==> config.mk <==
export PLATFORM = sky130hd
export DESIGN_NAME = bit_run_length_encoder_flat
export DESIGN_NICKNAME = d
export VERILOG_FILES = /design/src/rtl/brle_pkg.sv /design/src/rtl/brle_in_if.sv /design/src/rtl/brle_out_if.sv /design/src/rtl/brle_front.sv /design/src/rtl/brle_queue.sv /design/src/rtl/brle_back.sv /design/src/rtl/bit_run_length_encoder.sv /design/src/flat_wrapper.sv
export VERILOG_INCLUDE_DIRS = /design/src /design/src/rtl
export SDC_FILE = /design/constraint.sdc
export NUM_CORES = 1
export LEC_CHECK = 0
export BUFFER_PORTS_ARGS = -buffer_cell sky130_fd_sc_hd__buf_2
export CAP_MARGIN = 20
export CORE_AREA = 2 2 98 100
export DETAILED_ROUTE_END_ITERATION = 8
export DIE_AREA = 0 0 100 102
export PLACE_DENSITY_LB_ADDON = 0.3
export RECOVER_POWER = 50
export SLEW_MARGIN = 20
export SYNTH_ARGS = -nofsm -noshare
export SYNTH_HDL_FRONTEND = slang
export SYNTH_HIERARCHICAL = 1
export SYNTH_SLANG_ARGS = --single-unit
==> constraint.sdc <==
create_clock -name clk -period 4.1 [get_ports clk]
set_clock_uncertainty 0.1 [all_clocks]
set_input_delay 0 -clock clk [delete_from_list [all_inputs] [get_ports clk]]
set_output_delay 0 -clock clk [all_outputs]
set_load 0.02 [all_outputs]
==> src/rtl/bit_run_length_encoder_assert.svh <==
// Assertion macros shared by the encoder RTL.
`ifndef BIT_RUN_LENGTH_ENCODER_ASSERT_SVH
`define BIT_RUN_LENGTH_ENCODER_ASSERT_SVH

// Same-cycle implication, sampled on clk and idle while rst is high.
`define BRLE_ASSERT_NOW(label, cond, conseq, msg) \
  label: assert property (@(posedge clk) disable iff (rst) (cond) |-> (conseq)) \
    else $error(msg);

// Next-cycle implication, sampled on clk and idle while rst is high.
`define BRLE_ASSERT_NEXT(label, cond, conseq, msg) \
  label: assert property (@(posedge clk) disable iff (rst) (cond) |=> (conseq)) \
    else $error(msg);

`endif

==> src/rtl/brle_pkg.sv <==
// Types and constants shared by the bit run-length encoder modules.
package brle_pkg;

  localparam int BYTE_W = 8;
  localparam int CNT_W  = 7;
  localparam int IDX_W  = 3;

  localparam logic [CNT_W-1:0] RUN_MAX = 7'd127;
  localparam logic [IDX_W-1:0] IDX_TOP = 3'd7;

  typedef enum logic {
    OP_DATA  = 1'b0,
    OP_FLUSH = 1'b1
  } op_e_t;

  typedef struct packed {
    op_e_t             op;
    logic [BYTE_W-1:0] data;
  } entry_t;

  typedef struct packed {
    logic full;
    logic empty;
  } qstat_t;

endpackage

==> src/rtl/brle_in_if.sv <==
// Input channel: one data byte or an end-of-stream marker per transfer.
interface brle_in_if;
  logic                       valid;
  logic                       ready;
  logic                       kind;
  logic [brle_pkg::BYTE_W-1:0] data_byte;

  modport source (output valid, output kind, output data_byte, input ready);
  modport sink   (input valid, input kind, input data_byte, output ready);
endinterface

==> src/rtl/brle_out_if.sv <==
// Output channel: one run code per transfer.
interface brle_out_if;
  logic                       valid;
  logic                       ready;
  logic [brle_pkg::BYTE_W-1:0] code_byte;
  logic                       last_of_item;

  modport source (output valid, output code_byte, output last_of_item, input ready);
  modport sink   (input valid, input code_byte, input last_of_item, output ready);
endinterface

==> src/rtl/brle_front.sv <==
// Front end: accepts input transfers and classifies them into queue entries.
module brle_front (
  input  logic             clk,
  input  logic             rst,
  brle_in_if.sink          items,
  output brle_pkg::entry_t entry,
  output logic             entry_valid,
  input  logic             entry_ready
);
  import brle_pkg::*;

  logic accept;

  assign items.ready = !entry_valid || entry_ready;
  assign accept      = items.valid && items.ready;

  always_ff @(posedge clk) begin
    if (rst) begin
      entry_valid <= 1'b0;
    end else if (accept) begin
      entry_valid <= 1'b1;
    end else if (entry_ready) begin
      entry_valid <= 1'b0;
    end
  end

  // The byte of an end marker carries no meaning, so it is cleared.
  always_ff @(posedge clk) begin
    if (accept) begin
      entry.op   <= items.kind ? OP_FLUSH : OP_DATA;
      entry.data <= items.kind ? '0 : items.data_byte;
    end
  end

endmodule

==> src/rtl/brle_queue.sv <==
// Short circular queue of classified entries between front and back end.
module brle_queue #(
  parameter int DEPTH = 4
) (
  input  logic             clk,
  input  logic             rst,
  input  brle_pkg::entry_t push_entry,
  input  logic             push_valid,
  output logic             push_ready,
  output brle_pkg::entry_t head,
  output logic             head_valid,
  input  logic             pop,
  output brle_pkg::qstat_t status
);
  import brle_pkg::*;

  localparam int PTR_W = $clog2(DEPTH);
  localparam int CNT_QW = $clog2(DEPTH + 1);
  localparam logic [PTR_W-1:0]  PTR_LAST = PTR_W'(DEPTH - 1);
  localparam logic [CNT_QW-1:0] CNT_FULL = CNT_QW'(DEPTH);

  entry_t             store [DEPTH];
  logic [PTR_W-1:0]   wr_ptr;
  logic [PTR_W-1:0]   rd_ptr;
  logic [CNT_QW-1:0]  fill;
  logic               do_push;
  logic               do_pop;

  assign status.full  = (fill == CNT_FULL);
  assign status.empty = (fill == '0);
  assign push_ready   = !status.full;
  assign head_valid   = !status.empty;
  assign head         = store[rd_ptr];
  assign do_push      = push_valid && push_ready;
  assign do_pop       = pop && head_valid;

  always_ff @(posedge clk) begin
    if (rst) begin
      wr_ptr <= '0;
      rd_ptr <= '0;
      fill   <= '0;
    end else begin
      if (do_push) begin
        wr_ptr <= (wr_ptr == PTR_LAST) ? '0 : wr_ptr + 1'b1;
      end
      if (do_pop) begin
        rd_ptr <= (rd_ptr == PTR_LAST) ? '0 : rd_ptr + 1'b1;
      end
      if (do_push && !do_pop) begin
        fill <= fill + 1'b1;
      end else if (do_pop && !do_push) begin
        fill <= fill - 1'b1;
      end
    end
  end

  always_ff @(posedge clk) begin
    if (do_push) begin
      store[wr_ptr] <= push_entry;
    end
  end

endmodule

==> src/rtl/brle_back.sv <==
// Back end: walks each queued byte one bit per cycle while its output is free, and emits run codes.
module brle_back (
  input  logic             clk,
  input  logic             rst,
  input  brle_pkg::entry_t head,
  input  logic             head_valid,
  output logic             pop,
  brle_out_if.source       codes
);
  import brle_pkg::*;

  logic               run_value;
  logic [CNT_W-1:0]   run_count;
  logic [IDX_W-1:0]   bit_idx;

  logic               run_value_next;
  logic [CNT_W-1:0]   run_count_next;
  logic               step;
  logic               emit;
  logic               last;
  logic               item_done;
  logic               bit_now;
  logic [BYTE_W-1:0]  tail_mask;
  logic               tail_differ;
  logic               tail_overflow;

  assign step    = head_valid && (!codes.valid || codes.ready);
  assign pop     = step && item_done;
  assign bit_now = head.data[bit_idx];

  always_comb begin
    run_value_next = run_value;
    run_count_next = run_count;
    emit           = 1'b0;
    last           = 1'b0;
    item_done      = 1'b0;
    tail_mask      = (BYTE_W'(1) << bit_idx) - BYTE_W'(1);
    tail_differ    = 1'b0;
    tail_overflow  = 1'b0;
    case (head.op)
      OP_FLUSH: begin
        emit           = 1'b1;
        last           = 1'b1;
        item_done      = 1'b1;
        run_value_next = 1'b0;
        run_count_next = '0;
      end
      OP_DATA: begin
        if (bit_now == run_value) begin
          if (run_count == RUN_MAX) begin
            emit           = 1'b1;
            run_count_next = CNT_W'(1);
          end else begin
            run_count_next = run_count + 1'b1;
          end
        end else begin
          emit           = (run_count != '0);
          run_value_next = bit_now;
          run_count_next = CNT_W'(1);
        end
        // A later bit of this byte emits if it breaks the run or overflows it.
        tail_differ   = |((head.data ^ {BYTE_W{run_value_next}}) & tail_mask);
        tail_overflow = ({1'b0, run_count_next} + {{(CNT_W + 1 - IDX_W){1'b0}}, bit_idx})
                        > {1'b0, RUN_MAX};
        last          = !tail_differ && !tail_overflow;
        item_done     = (bit_idx == '0);
      end
      default: begin
        item_done = 1'b1;
      end
    endcase
  end

  always_ff @(posedge clk) begin
    if (rst) begin
      run_value   <= 1'b0;
      run_count   <= '0;
      bit_idx     <= IDX_TOP;
      codes.valid <= 1'b0;
    end else begin
      if (step) begin
        run_value <= run_value_next;
        run_count <= run_count_next;
        bit_idx   <= item_done ? IDX_TOP : bit_idx - 1'b1;
      end
      if (!codes.valid || codes.ready) begin
        codes.valid <= step && emit;
      end
    end
  end

  always_ff @(posedge clk) begin
    if (step && emit) begin
      codes.code_byte    <= {run_value, run_count};
      codes.last_of_item <= last;
    end
  end

endmodule

==> src/rtl/bit_run_length_encoder.sv <==
// Top level of the bit run-length encoder: front end, entry queue, back end.
//
//   Channel  Direction  Transfer carries
//   items    in         kind (0 data byte, 1 end of stream), data_byte
//   codes    out        code_byte (bit 7 run value, 6..0 length), last_of_item
//
// The back end walks a data byte one bit per cycle when its output is free and
// handles an end marker in a single step. The single-bit walk sets the rate.
// The front end and queue keep taking bytes while the back end works, so a
// byte can be accepted every cycle until the queue fills.
// Reset is synchronous and clears the run state, the queue and the output.
// The back end stalls whenever its output register holds an untaken code.
module bit_run_length_encoder #(
  parameter int QUEUE_DEPTH = 4
) (
  input  logic       clk,
  input  logic       rst,
  brle_in_if.sink    items,
  brle_out_if.source codes
);
  import brle_pkg::*;

  `include "bit_run_length_encoder_assert.svh"

  entry_t front_entry;
  logic   front_valid;
  logic   front_ready;
  entry_t head;
  logic   head_valid;
  logic   pop;
  qstat_t qstat;
  logic   zero_len_code;
  logic   front_stalled;

  // The front end registers each transfer and tags it as data or flush.
  brle_front u_front (
    .clk         (clk),
    .rst         (rst),
    .items       (items),
    .entry       (front_entry),
    .entry_valid (front_valid),
    .entry_ready (front_ready)
  );

  // The queue decouples acceptance from the bit-serial work behind it.
  brle_queue #(
    .DEPTH (QUEUE_DEPTH)
  ) u_queue (
    .clk        (clk),
    .rst        (rst),
    .push_entry (front_entry),
    .push_valid (front_valid),
    .push_ready (front_ready),
    .head       (head),
    .head_valid (head_valid),
    .pop        (pop),
    .status     (qstat)
  );

  // The back end owns the run value and count and drives the code output.
  brle_back u_back (
    .clk        (clk),
    .rst        (rst),
    .head       (head),
    .head_valid (head_valid),
    .pop        (pop),
    .codes      (codes)
  );

  // A valid code whose length field is zero, and a front entry that cannot
  // move on because the queue is full and nothing leaves it.
  assign zero_len_code = codes.valid && (codes.code_byte[CNT_W-1:0] == '0);
  assign front_stalled = front_valid && qstat.full && !pop;

  // Only an end-of-stream flush can produce a zero-length code, and that is
  // always the final code of its item.
  `BRLE_ASSERT_NOW(a_zero_len_is_last, zero_len_code, codes.last_of_item, "zero length not last")

  // The queue cannot report itself full and empty at once.
  `BRLE_ASSERT_NOW(a_queue_status, 1'b1, !(qstat.full && qstat.empty), "queue full and empty")

  // An entry held by the front end while the queue is full is not lost.
  `BRLE_ASSERT_NEXT(a_front_holds, front_stalled, front_valid, "front entry dropped")

endmodule
==> src/flat_wrapper.sv <==
// flat-port wrapper written by rule: the top's interface ports become plain ports
module bit_run_length_encoder_flat import brle_pkg::*;
#(
  parameter int QUEUE_DEPTH = 4
)
  (clk, rst, items_valid, items_kind, items_data_byte, items_ready, codes_valid, codes_code_byte, codes_last_of_item, codes_ready);
  brle_in_if items_i ();
  brle_out_if codes_i ();
  input  logic clk;
  input  logic rst;
  input wire logic [$bits(items_i.valid)-1:0] items_valid;
  input wire logic [$bits(items_i.kind)-1:0] items_kind;
  input wire logic [$bits(items_i.data_byte)-1:0] items_data_byte;
  output wire logic [$bits(items_i.ready)-1:0] items_ready;
  output wire logic [$bits(codes_i.valid)-1:0] codes_valid;
  output wire logic [$bits(codes_i.code_byte)-1:0] codes_code_byte;
  output wire logic [$bits(codes_i.last_of_item)-1:0] codes_last_of_item;
  input wire logic [$bits(codes_i.ready)-1:0] codes_ready;
  assign items_i.valid = items_valid;
  assign items_i.kind = items_kind;
  assign items_i.data_byte = items_data_byte;
  assign items_ready = items_i.ready;
  assign codes_valid = codes_i.valid;
  assign codes_code_byte = codes_i.code_byte;
  assign codes_last_of_item = codes_i.last_of_item;
  assign codes_i.ready = codes_ready;
  bit_run_length_encoder #(.QUEUE_DEPTH(QUEUE_DEPTH)) u_core (.clk(clk), .rst(rst), .items(items_i), .codes(codes_i));
endmodule
# Yosys cells after proc, flatten, opt, wreduce, memory -nomap -nowiden
# Memory sizes are Yosys's and may differ from the RTL's. A register that Yosys moved wholly into a read port is not among the register bits.
# Cells that the tools add are included.
# Widths: inputs -> output; s select.
op_classes:
  addsub: 8
  order_cmp: 2
  eq_ne: 6
  n_shift: 1
  n_mux: 26
  bitwise: 3
  n_reduce_logical: 24
op_table:
  columns: ["cell", "n"]
  rows:
  - ["$mux 7", 3]
  - ["$pmux 7 s2", 1]
  - ["$mux 1", 10]
  - ["$logic_and 1x1->1", 9]
  - ["$mux 3", 3]
  - ["$add 7x3->8", 1]
  - ["$and 8x8->8", 1]
  - ["$gt 8x7->1 const B", 1]
  - ["$logic_not 1->1", 8]
  - ["$mux 2", 4]
  - ["$pmux 1 s2", 4]
  - ["$reduce_or 8->1", 1]
  - ["$shl 1x3->8 const A", 1]
  - ["$sub 8x2->8 const B", 1]
  - ["$xor 8x8->8", 1]
  - ["$add 7x1->7 const B", 1]
  - ["$eq 7x7->1 const B", 1]
  - ["$reduce_bool 7->1", 1]
  - ["$logic_not 3->1", 2]
  - ["$sub 3x1->3 const B", 2]
  - ["$add 2x1->2 const B", 2]
  - ["$eq 2x2->1 const B", 2]
  - ["$lt 3x4->1 const B", 1]
  - ["$add 3x1->3 const B", 1]
  - ["other kinds (7)", 8]
totals:
  ff_bits: 38
  ramBits: 36
  inputBits: 13
  output_inout_bits: 11
  word_cells: 83
  memories: 1
mem_list:
  columns: ["memory", "depth", "word_bits", "rd", "rd_clocked_by_memory_dff", "wr", "line_no", "source"]
  rows:
  - ["u_core.u_queue.store", 4, 9, 1, 1, 1, "brle_queue.sv:22", "entry_t store [DEPTH];"]

# Longest topological paths before layout
# Gate-level depths: netlist of run 1.
logic_depth:
  depth_word: 11
  depth_mapped: 12
  depth_no_buf: 11

# Cells and area by module
# The synthesis of run 1 kept the hierarchy.
modules_own_cells:
  columns: ["module", "n_inst", "cells_each", "area_each_um2", "seq_area_each_um2"]
  rows:
  - ["brle_queue", 1, 97, 1785.5, 1261.2]
  - ["brle_back", 1, 156, 1447.6, 510.5]
  - ["brle_front", 1, 22, 375.4, 290.3]

# Least setup slack after synthesis of run 1
# OpenSTA, ideal clock, no wires.
synth_path:
  path_type: "register -> register"
  startpoint: "register (tool-made name)"
  endpoint: "register u_core.u_back.codes.last_of_item (data pin)"
  setup_ns: 0.256
  t_arrival_ns: 3.146
  required_ns: 3.744
  setup_slack_ns: 0.598
  path_stages_with_launch: 12
  path_buffers: 1
  synth_period_minus_slack_ns: 3.502
  cell_sequence: "dfxtp_1 -> buf_2 -> mux4_2 -> mux4_2 -> mux2_2 -> ha_1 -> and2_1 -> ha_1 -> nand2_1 -> a41oi_1 -> o211ai_1 -> a41o_1"
synth_lines:
  columns: ["element", "line_no", "source"]
  rows:
  - ["end signal, assigned", "brle_back.sv:95", "codes.last_of_item <= last;"]
  - ["end, declared", "brle_out_if.sv:8", "modport source (output valid, output code_byte, output last_of_item, input ready);"]

==> results of run 1 <==
[where the power goes]
part / total [mW] / switching [mW] / internal (mW)
sequential: 1.02 / 0.0788 / 0.944
clock: 0.600 / 0.262 / 0.338
combinational: 0.834 / 0.476 / 0.358
total: 2.46 / 0.817 / 1.64
[repair_timing]
item / 4_1_cts / 5_1_grt
hold endpoints to repair: 31 / 0
setup buffers: 0 / 0
gates resized for setup: 0 / 0
hold buffers: 21 / 0
[metrics by stage]
| stage | hold WS, ns | area [um2] | power (mW) | setup slack (ns) | util |
|---|---|---|---|---|---|
| 6_report | 0.392 | 4210 | 2.46 | 0.343 | 0.463 |
| 3_3_place_gp | 0.150 | 3820 | 1.85 | 0.530 | 0.419 |
| 3_5_place_dp | 0.156 | 3820 | 1.86 | 0.424 | 0.419 |
| 4_1_cts | 0.397 | 4230 | 2.49 | 0.376 | 0.465 |
| 2_1_floorplan | -0.0376 | 3600 | 1.68 | 0.598 | - |
| 5_1_grt | 0.426 | 4210 | 2.62 | 0.149 | 0.463 |
[sequential cells by signal, summed over array words and instances (netlist names), named ones only]
register	count
u_core/u_back/bit_idx	3
u_core/u_back/codes.code_byte	8
u_core/u_back/codes.last_of_item	1
u_core/u_back/codes.valid	1
u_core/u_back/run_count	7
u_core/u_back/run_value	1
u_core/u_front/entry	9
u_core/u_front/entry_valid	1
u_core/u_queue/fill	3
u_core/u_queue/rd_ptr	2
u_core/u_queue/store	36
u_core/u_queue/wr_ptr	2
[metal layers]
metal | wire (um) | up-vias | GRT usage
li1 | - | 1111 | -
met1 | 2990 | 1069 | 0.175
met2 | 2920 | 50 | 0.219
met3 | 234 | 12 | 0.0383
met4 | 124 | 0 | 0.0527
met5 | 0 | - | 0
[worst max-delay path, cell delays in order (launching register included)]
cell           delay, ns
dfxtp_1             0.31
buf_4               0.20
mux4_2              0.55
mux4_2              0.48
mux2_2              0.29
ha_1                0.38
nor4b_1             0.30
nand2_1             0.08
a21oi_1             0.23
o21a_1              0.14
nor2_1              0.03
dlygate4sd3_1       0.56
[cells in the final DEF, fill, tap and decap left out, types with 4 or more instances in the layout]
| cell | instances |
|---|---|
| dlygate4sd3_1 | 21 |
| mux4_2 | 11 |
| clkbuf_1 | 12 |
| nor2b_1 | 11 |
| clkbuf_8 | 9 |
| nand3_1 | 5 |
| xnor2_1 | 6 |
| a21oi_1 | 17 |
| dfxtp_1 | 22 |
| buf_2 | 12 |
| o21ai_0 | 9 |
| ha_1 | 18 |
| nor2_1 | 13 |
| nand2b_1 | 4 |
| xor2_1 | 8 |
| nand2_1 | 15 |
| edfxtp_1 | 54 |
| inv_1 | 13 |
[layout make-up]
class                           instances  area, um2
Clock buffer                           10        128
Clock inverter                          5       77.6
Fill cell                             827       4890
Inverter                               14       52.6
Multi-Input combinational cell        174       1440
Sequential cell                        76       2060
Tap cell                              111        139
Timing Repair Buffer                   45        319
[worst paths after layout]
path	cells after the start	endpoint	slack, ns
max	11	u_core/u_back/codes.valid	0.34
min	2	flop	0.39
max reg2reg	11	u_core/u_back/codes.valid	0.34
min reg2reg	2	flop	0.39
==> results.toml, run 1 <==
[status]
status = "completed"

[timing]
layout_min_cycle_time_ns = 3.76
worst_pin_slew_ns = 0.721
grt_setup_unrepaired = "false"
period_share = 0.916
setup_violations = 0
hold_viol = 0
tns_ns = 0
drv_slew = 0
slew_headroom = 0.518
fmax_mhz = 266

[power]
peakVddDrop_uv = 261
p_per_area_mw_per_mm2 = 583
leakagePower_nw = 1.52

[die]
fp.coreArea_mm2 = 0.00911
fp-row-count = 35
die-area_mm2 = 0.0102
die_y_um = 102
ios = 24
initial_core_util = 0.395
die_w_um = 100

[clock_tree]
htree_levels = 3
root_buffer = "clkbuf_8"
cts_buffer_depth = 2
cts_tree = "done"
cts_buffers = 9
path_clk_slew_ns = 0.08
cts_sinks = 76
clk_latency_ns = 0.35

[placed_design]
place_inst = 399
gp_congestion = 0.809
dp_hpwl_mm = 4.21
portBuffers = 23

[global_routing]
grtUsageTotal = 0.136
antenna_found_initial = 0
grt_max_degree = 20
grt_overflow = 0
first_global_vias = 2247
grt_pass1_wl_mm = 10.8

[logic_synthesis]
syn-instance-count = 273
avgSynthCellArea_um2 = 13.2
syn-num-nets = 305
synth_area_mm2 = 0.00360
ys_warn_count = 6

[route]
drc_errors = 0
first_pass_iters = 5
vias = 2242
wl_mm = 6.26
drt-wirelength-per-cell_um = 14.4
vias_per_cell = 5.15
drt-initial-drc-count = 56
antenna_left = 0

[worst_hold_path]
hold_start = "u_core/u_queue/rd_ptr[0]"
min_path_type = "flop to flop"

[critical_path]
cp.required_ns = 4.24
critical_path_class = "flop to flop"
crit_fanout = 9
end_kind = "flop"
start_kind = "flop"
cp.arrival_ns = 3.90

[final_layout]
syn_to_final_growth_pct = 17.0
nets = 352
antenna_cells = 0
fin_cells = 435
layout-drive-gt1-share = 0.173

[job]
cap_violations = 0
Power figures use the tool's default switching activity.
==> run 2: changes to the inputs <==
--- a/config.mk
+++ b/config.mk
@@ -6,15 +6,15 @@
 export SDC_FILE = /design/constraint.sdc
 export NUM_CORES = 1
 export LEC_CHECK = 0
+export ABC_AREA = 1
 export BUFFER_PORTS_ARGS = -buffer_cell sky130_fd_sc_hd__buf_2
 export CAP_MARGIN = 20
-export CORE_AREA = 2 2 98 100
+export CORE_AREA = 2 2 101 103
 export DETAILED_ROUTE_END_ITERATION = 8
-export DIE_AREA = 0 0 100 102
+export DIE_AREA = 0 0 103 105
 export PLACE_DENSITY_LB_ADDON = 0.3
 export RECOVER_POWER = 50
 export SLEW_MARGIN = 20
 export SYNTH_ARGS = -nofsm -noshare
 export SYNTH_HDL_FRONTEND = slang
-export SYNTH_HIERARCHICAL = 1
 export SYNTH_SLANG_ARGS = --single-unit
==> results.toml, run 2 <==
[power]
peakVddDrop_uv = 336
leakagePower_nw = 1.90
p_per_area_mw_per_mm2 = 712

[route]
vias = 2824
drt-initial-drc-count = 121
drt-wirelength-per-cell_um = 12.6
wl_mm = 7.54
vias_per_cell = 4.72
drc_errors = 0
antenna_left = 0
first_pass_iters = 4

[final_layout]
layout_common_cells = "nand2_1 (117), edfxtp_1 (54), inv_1 (38), nand3_1 (38), nor2_1 (33)"
antenna_cells = 0
layout_commonest_cell = "nand2_1"
reg.largest.list = "u_core.u_queue.store (36), u_core.u_front.entry (9), u_core.u_back.codes.code_byte (8)"
nets = 492
largest_reg_flops = 36
layout-drive-gt1-share = 0.133
finalInstanceArea_mm2 = 0.00444
syn_to_final_growth_pct = 15.7
fin_cells = 598
regMostFlops = "u_core.u_queue.store"

[logic_synthesis]
ys_warn_count = 0
async_flop_share = 0
synth.top_cell.area_share = 0.423
synth_seq_cells = 76
yosys-top-cells-area = "edfxtp_1 (42%), dfxtp_1 (11%), nand2_1 (11%), ha_1 (5.9%), nand3_1 (5.0%)"
synth_top_area_cell = "edfxtp_1"
synthXorXnorAreaFrac = 0.00456
syn-instance-count = 413
avgSynthCellArea_um2 = 9.29
synthFlopType = "edfxtp_1"
synth_area_mm2 = 0.00384
syn-num-nets = 445
yosys.area_share.adder = 0.0639
synth_compound_area_frac = 0.0675
synth_top_family_by_area = "simple AND/OR/NAND/NOR gates"
synth_common_cells = "nand2_1 (117), edfxtp_1 (54), nand3_1 (38)"
ys_types = 37
synth.most_common_cell = "nand2_1"
yosys-mux-area-fraction = 0
ys_seq_area_frac = 0.537
synth_edf_count = 54
synth-simple-area-share = 0.261

[critical_path]
cp.arrival_ns = 3.59
max_stage_delay_ns = 0.74
r2r_end = "u_core.u_back.codes.valid"
reg2regPathDepth = 20
critical_path_class = "flop to flop"
r2r_slack_ns = 0.65
crit_family = "simple AND/OR/NAND/NOR gates"
end_kind = "flop"
crit_fanout = 19
slowest_stage = "dfxtp_1"
start_kind = "flop"
cp.required_ns = 4.25
cp_common_cell = "nand2_1"
crit_chain = "inv_6, nand2_1, nand3_1, nand2_1, nand2_1, nand3_1, nand2_1, a21oi_1, a21oi_1, ha_1, inv_1, nor2_4, inv_2, o21ai_1, nand2_1, nand2_1, inv_2, nor2_1, nor2_1, dlygate4sd3_1"
crit_cells = 20
crit_buf_inv = 5

[timing]
worst_pin_slew_ns = 1.01
period_share = 0.841
tns_ns = 0
slew_headroom = 0.319
fmax_mhz = 290
setup_slack_ns = 0.653
layout_min_cycle_time_ns = 3.45
grt_setup_unrepaired = "false"
drv_slew = 0
setup_violations = 0
hold_viol = 0

[global_routing]
grt_overflow = 0
grt_pass1_wl_mm = 12.4
antenna_found_initial = 0
first_global_vias = 2620
grtUsageTotal = 0.148
grt_max_degree = 20

[clock_tree]
clk_latency_ns = 0.35
path_clk_slew_ns = 0.08
cts_buffers = 9
cts_buffer_depth = 2
cts_tree = "done"
root_buffer = "clkbuf_8"
cts_sinks = 76
post-cts-setup-buffer-count = 0
htree_levels = 3

[placed_design]
portBuffers = 23
place_inst = 561
placed_cell_area_mm2 = 0.00406
gp_congestion = 0.950
pre_cts_ws_ns = 0.793
dp_hpwl_mm = 5.30

[status]
status = "completed"

[die]
initial_core_util = 0.398
fp-row-count = 36
fp.coreArea_mm2 = 0.00964
die-area_mm2 = 0.0108
die_y_um = 105
die_w_um = 103
ios = 24

[worst_hold_path]
min_to = "u_core.u_back.codes.code_byte[6]"
min_path_type = "flop to flop"
hold_start = "u_core.u_back.run_count[6]"
worstHoldPathCells = 0

[job]
cap_violations = 0
run 2: cell type report:
type	instances	area, um2
Fill cell	929	5200
Tap cell	133	166
Timing Repair Buffer	44	310
Clock inverter	6	65.1
Clock buffer	10	128
Inverter	48	193
Sequential cell	76	2060
Multi-Input combinational cell	281	1520
run 2: repair_timing:
action | CTS | global route
resized for setup | 0 | 0
hold buffers | 21 | 0
endpoints found under the hold margin | 22 | 0
run 2: cell families after synthesis:
| family | Yosys count |
|---|---|
| buffers and inverters | 56 |
| DFF | 76 |
| AOI/OAI and AO/OA | 41 |
| xor gates and xnor gates | 2 |
| and+or+nand+nor | 219 |
| adders and majority gates | 19 |
run 2: worst max-delay path by stage:
stage                                             to  slack (ns)
floorplan           u_core.u_back.codes.last_of_item        1.45
global placement    u_core.u_back.codes.last_of_item        0.92
detailed placement  u_core.u_back.codes.last_of_item        0.79
CTS                        u_core.u_back.codes.valid        0.65
global route               u_core.u_back.codes.valid        0.25
finish                     u_core.u_back.codes.valid        0.65
run 2: metal layers:
| metal | track usage | wire [um] |
|---|---|---|
| met5 | 0 | 0 |
| met4 | 0.0658 | 140 |
| met1 | 0.194 | 3490 |
| met3 | 0.0348 | 251 |
| met2 | 0.231 | 3660 |
run 2: power by group:
| part | internal (mW) | switching [mW] |
|---|---|---|
| clock | 0.281 | 0.273 |
| combinational | 0.498 | 0.979 |
| sequential | 0.994 | 0.135 |
run 2: stage by stage:
step	power, mW	hold WS (ns)	util
floorplan	2.32	-0.0309	-
global placement	2.59	0.178	0.421
CTS	3.20	0.382	0.463
global route	3.44	0.429	0.461
detailed placement	2.61	0.187	0.421
finish	3.16	0.405	0.461
run 2: worst register-to-register path: cells and delay by family (launching register included):
family	cells	cell delay, ns
fa+ha+maj	1	0.29
compound gates	3	0.28
flops	1	0.74
simple gates	11	0.98
buf+inv	5	0.97
==> run 3: changes to the inputs <==
--- a/config.mk
+++ b/config.mk
@@ -6,12 +6,12 @@
 export SDC_FILE = /design/constraint.sdc
 export NUM_CORES = 1
 export LEC_CHECK = 0
-export ABC_AREA = 1
+export ABC_AREA = 0
 export BUFFER_PORTS_ARGS = -buffer_cell sky130_fd_sc_hd__buf_2
 export CAP_MARGIN = 20
-export CORE_AREA = 2 2 101 103
+export CORE_AREA = 2 2 98 100
 export DETAILED_ROUTE_END_ITERATION = 8
-export DIE_AREA = 0 0 103 105
+export DIE_AREA = 0 0 100 102
 export PLACE_DENSITY_LB_ADDON = 0.3
 export RECOVER_POWER = 50
 export SLEW_MARGIN = 20
==> constraint.sdc (replaced) <==
create_clock -name clk -period 3.35 [get_ports clk]
set_clock_uncertainty 0.1 [all_clocks]
set_input_delay 0 -clock clk [delete_from_list [all_inputs] [get_ports clk]]
set_output_delay 0 -clock clk [all_outputs]
set_load 0.02 [all_outputs]
==> results.toml, run 3 <==
[status]
status = "finished, violations left"
violations = "negative setup slack"

[global_routing]
grtUsageTotal = 0.135
grt_max_degree = 19
busiest_layer = "met2"
grtUsageMet3 = 0.0287
grt_overflow = 0
grt_pass1_wl_mm = 10.6
use_met1 = 0.173
first_global_vias = 2202
antenna_found_initial = 0
met2_usage = 0.220

[final_layout]
reg.largest.list = "u_core.u_queue.store (36), u_core.u_front.entry (9), u_core.u_back.codes.code_byte (8)"
layout-drive-gt1-share = 0.225
layout_common_cells = "edfxtp_1 (54), nor2_1 (23), dfxtp_1 (21), dlygate4sd3_1 (21), buf_4 (20)"
antenna_cells = 0
finalInstanceArea_mm2 = 0.00442
nets = 373
syn_to_final_growth_pct = 24.8
largest_reg_flops = 36
regMostFlops = "u_core.u_queue.store"
layout_commonest_cell = "edfxtp_1"
fillCellCount = 807

[route]
vias = 2301
drc_errors = 0
drt-initial-drc-count = 50
first_pass_iters = 4
antenna_left = 0
drt-wirelength-per-cell_um = 13.9
vias_per_cell = 5.04
wl_mm = 6.37

[power]
switching_share = 0.347
cellInternalPower_mw = 2.21
combPwrFrac = 0.435
p_per_area_mw_per_mm2 = 766
clkPwrFrac = 0.185
p_sw_mw = 1.17
p_seq_frac = 0.380
leakagePower_nw = 1.63
peakVddDrop_uv = 282

[timing]
setup_slack_ns = -0.0574
period_share = 1.02
fmax_mhz = 293
hold_slack_ns = 0.388
setup_violations = 1
tns_ns = -0.0574
layout_min_cycle_time_ns = 3.41
worst_pin_slew_ns = 0.958
drv_slew = 0
hold_viol = 0
grt_setup_unrepaired = "true"
slew_headroom = 0.358

[clock_tree]
htree_levels = 3
cts_sinks = 76
root_buffer = "clkbuf_8"
path_clk_slew_ns = 0.08
cts_buffers = 9
cts_buffer_depth = 2
clk_latency_ns = 0.35
cts_tree = "done"

[logic_synthesis]
synth_common_cells = "edfxtp_1 (54), nor2_1 (24), dfxtp_1 (22)"
synth.most_common_cell = "edfxtp_1"
syn-instance-count = 271
synth_top_area_cell = "edfxtp_1"
synth.top_cell.area_share = 0.458
ys_types = 49
avgSynthCellArea_um2 = 13.1
syn-num-nets = 303
synth_seq_cells = 76
ys_warn_count = 0
synthFlopType = "edfxtp_1"
synth_edf_count = 54
ys_seq_area_frac = 0.583
async_flop_share = 0
synth_area_mm2 = 0.00354
yosys-top-cells-area = "edfxtp_1 (46%), dfxtp_1 (12%), ha_1 (6.4%), mux4_2 (4.5%), mux4_1 (3.0%)"

[placed_design]
placed_cell_area_mm2 = 0.00393
portBuffers = 23
gp_congestion = 0.755
dp_hpwl_mm = 4.27

[die]
fp-row-count = 35
initial_core_util = 0.388
fp.coreArea_mm2 = 0.00911
ios = 24
die_w_um = 100
die_y_um = 102
die-area_mm2 = 0.0102

[critical_path]
crit_chain = "buf_12, mux4_2, mux4_2, mux2_4, ha_4, inv_2, a21oi_2, and2_4, ha_4, nand3_2, a21oi_2, o21ai_1, a31o_1"
slowest_stage = "mux4_2"
start_kind = "flop"
crit_buf_inv = 2
cp.required_ns = 3.36
critical_path_class = "flop to flop"
crit_fanout = 5
crit_family = "multiplexers"
end_kind = "flop"
max_stage_delay_ns = 0.52
cp.arrival_ns = 3.42

[worst_hold_path]
min_path_type = "flop to flop"

[job]
cap_violations = 0
==> run 3: cell count changes after synthesis, sizes merged, moves of 4 or more <==
| cell | before | now |
|---|---|---|
| nor2 | 37 | 24 |
| nand3 | 49 | 6 |
| nand4 | 6 | 0 |
| and3 | 0 | 4 |
| mux2i | 0 | 4 |
| inv | 47 | 13 |
| o21ai | 13 | 9 |
| xnor2 | 1 | 10 |
| and2 | 0 | 6 |
| nand2 | 126 | 7 |
| nor4 | 0 | 4 |
| mux4 | 0 | 11 |
| nor2b | 0 | 13 |
==> run 3: cells by family after synthesis <==
group                    Yosys count  synth area share
buffers and inverters             21            0.0244
flip-flops                        76             0.583
AND/OR/NAND/NOR                   80             0.122
XOR/XNOR                          14            0.0347
AO/OA/AOI/OAI                     45            0.0782
multiplexers                      16            0.0888
adder cells (fa/ha/maj)           19            0.0693
==> run 3: worst register-to-register path, stage by stage (launching register included) <==
cell and delay [ns]:
dfxtp_4 0.39, buf_12 0.13, mux4_2 0.52, mux4_2 0.48, mux2_4 0.29, ha_4 0.24
inv_2 0.07, a21oi_2 0.04, and2_4 0.15, ha_4 0.26, nand3_2 0.08, a21oi_2 0.12
o21ai_1 0.07, a31o_1 0.22
==> run 3: cell type report <==
class                           count  area, um2  share of cell area
Sequential cell                    76       2070               0.468
Multi-Input combinational cell    174       1460               0.330
Timing Repair Buffer               67        528               0.120
Tap cell                          111        139              0.0315
Clock buffer                        9        124              0.0281
Clock inverter                      7       52.6              0.0119
Inverter                           13       48.8              0.0111
==> run 3: final timing paths <==
check / startpoint / endpoint / slack [ns] / cells after the start
max: flop / u_core.u_back.codes.last_of_item / -0.06 / 13
min: u_core.u_queue.rd_ptr[0] / flop / 0.39 / 2
max reg2reg: flop / u_core.u_back.codes.last_of_item / -0.06 / 13
min reg2reg: u_core.u_queue.rd_ptr[0] / flop / 0.39 / 2
==> run 3: per-layer routing <==
| layer | wire length, um | vias up |
|---|---|---|
| li1 | - | 1141 |
| met1 | 3090 | 1110 |
| met2 | 2990 | 39 |
| met3 | 169 | 11 |
| met4 | 119 | 0 |
| met5 | 0 | - |
==> run 3: stage by stage <==
stage | total power [mW] | cells | utilization | worst slack (ns)
floorplan | 2.23 | 271 | - | -0.00786
global placement | 2.60 | 413 | 0.431 | -0.149
detailed placement | 2.63 | 413 | 0.431 | -0.136
CTS | 3.41 | 457 | 0.486 | -0.0336
global route | 3.62 | 457 | 0.485 | -0.180
finish | 3.38 | 457 | 0.485 | -0.0574
==> run 3: power by group through the flow <==
stage / Combinational, mW / Clock, mW / Sequential (mW)
finish: 1.47 / 0.625 / 1.28
global placement: 1.32 / 0 / 1.29
global route: 1.63 / 0.688 / 1.30
floorplan: 0.886 / 0 / 1.34
detailed placement: 1.33 / 0 / 1.29
CTS: 1.49 / 0.640 / 1.28
==> run 3: timing repair <==
item                                    in CTS  in global routing
gates resized for setup                     10                  0
endpoints found under the setup margin      11                 11
hold endpoints to repair                    26                  0
hold buffers                                21                  0
buffers inserted                             6                  0
gates cloned                                 1                  0
pin swaps                                    7                  0
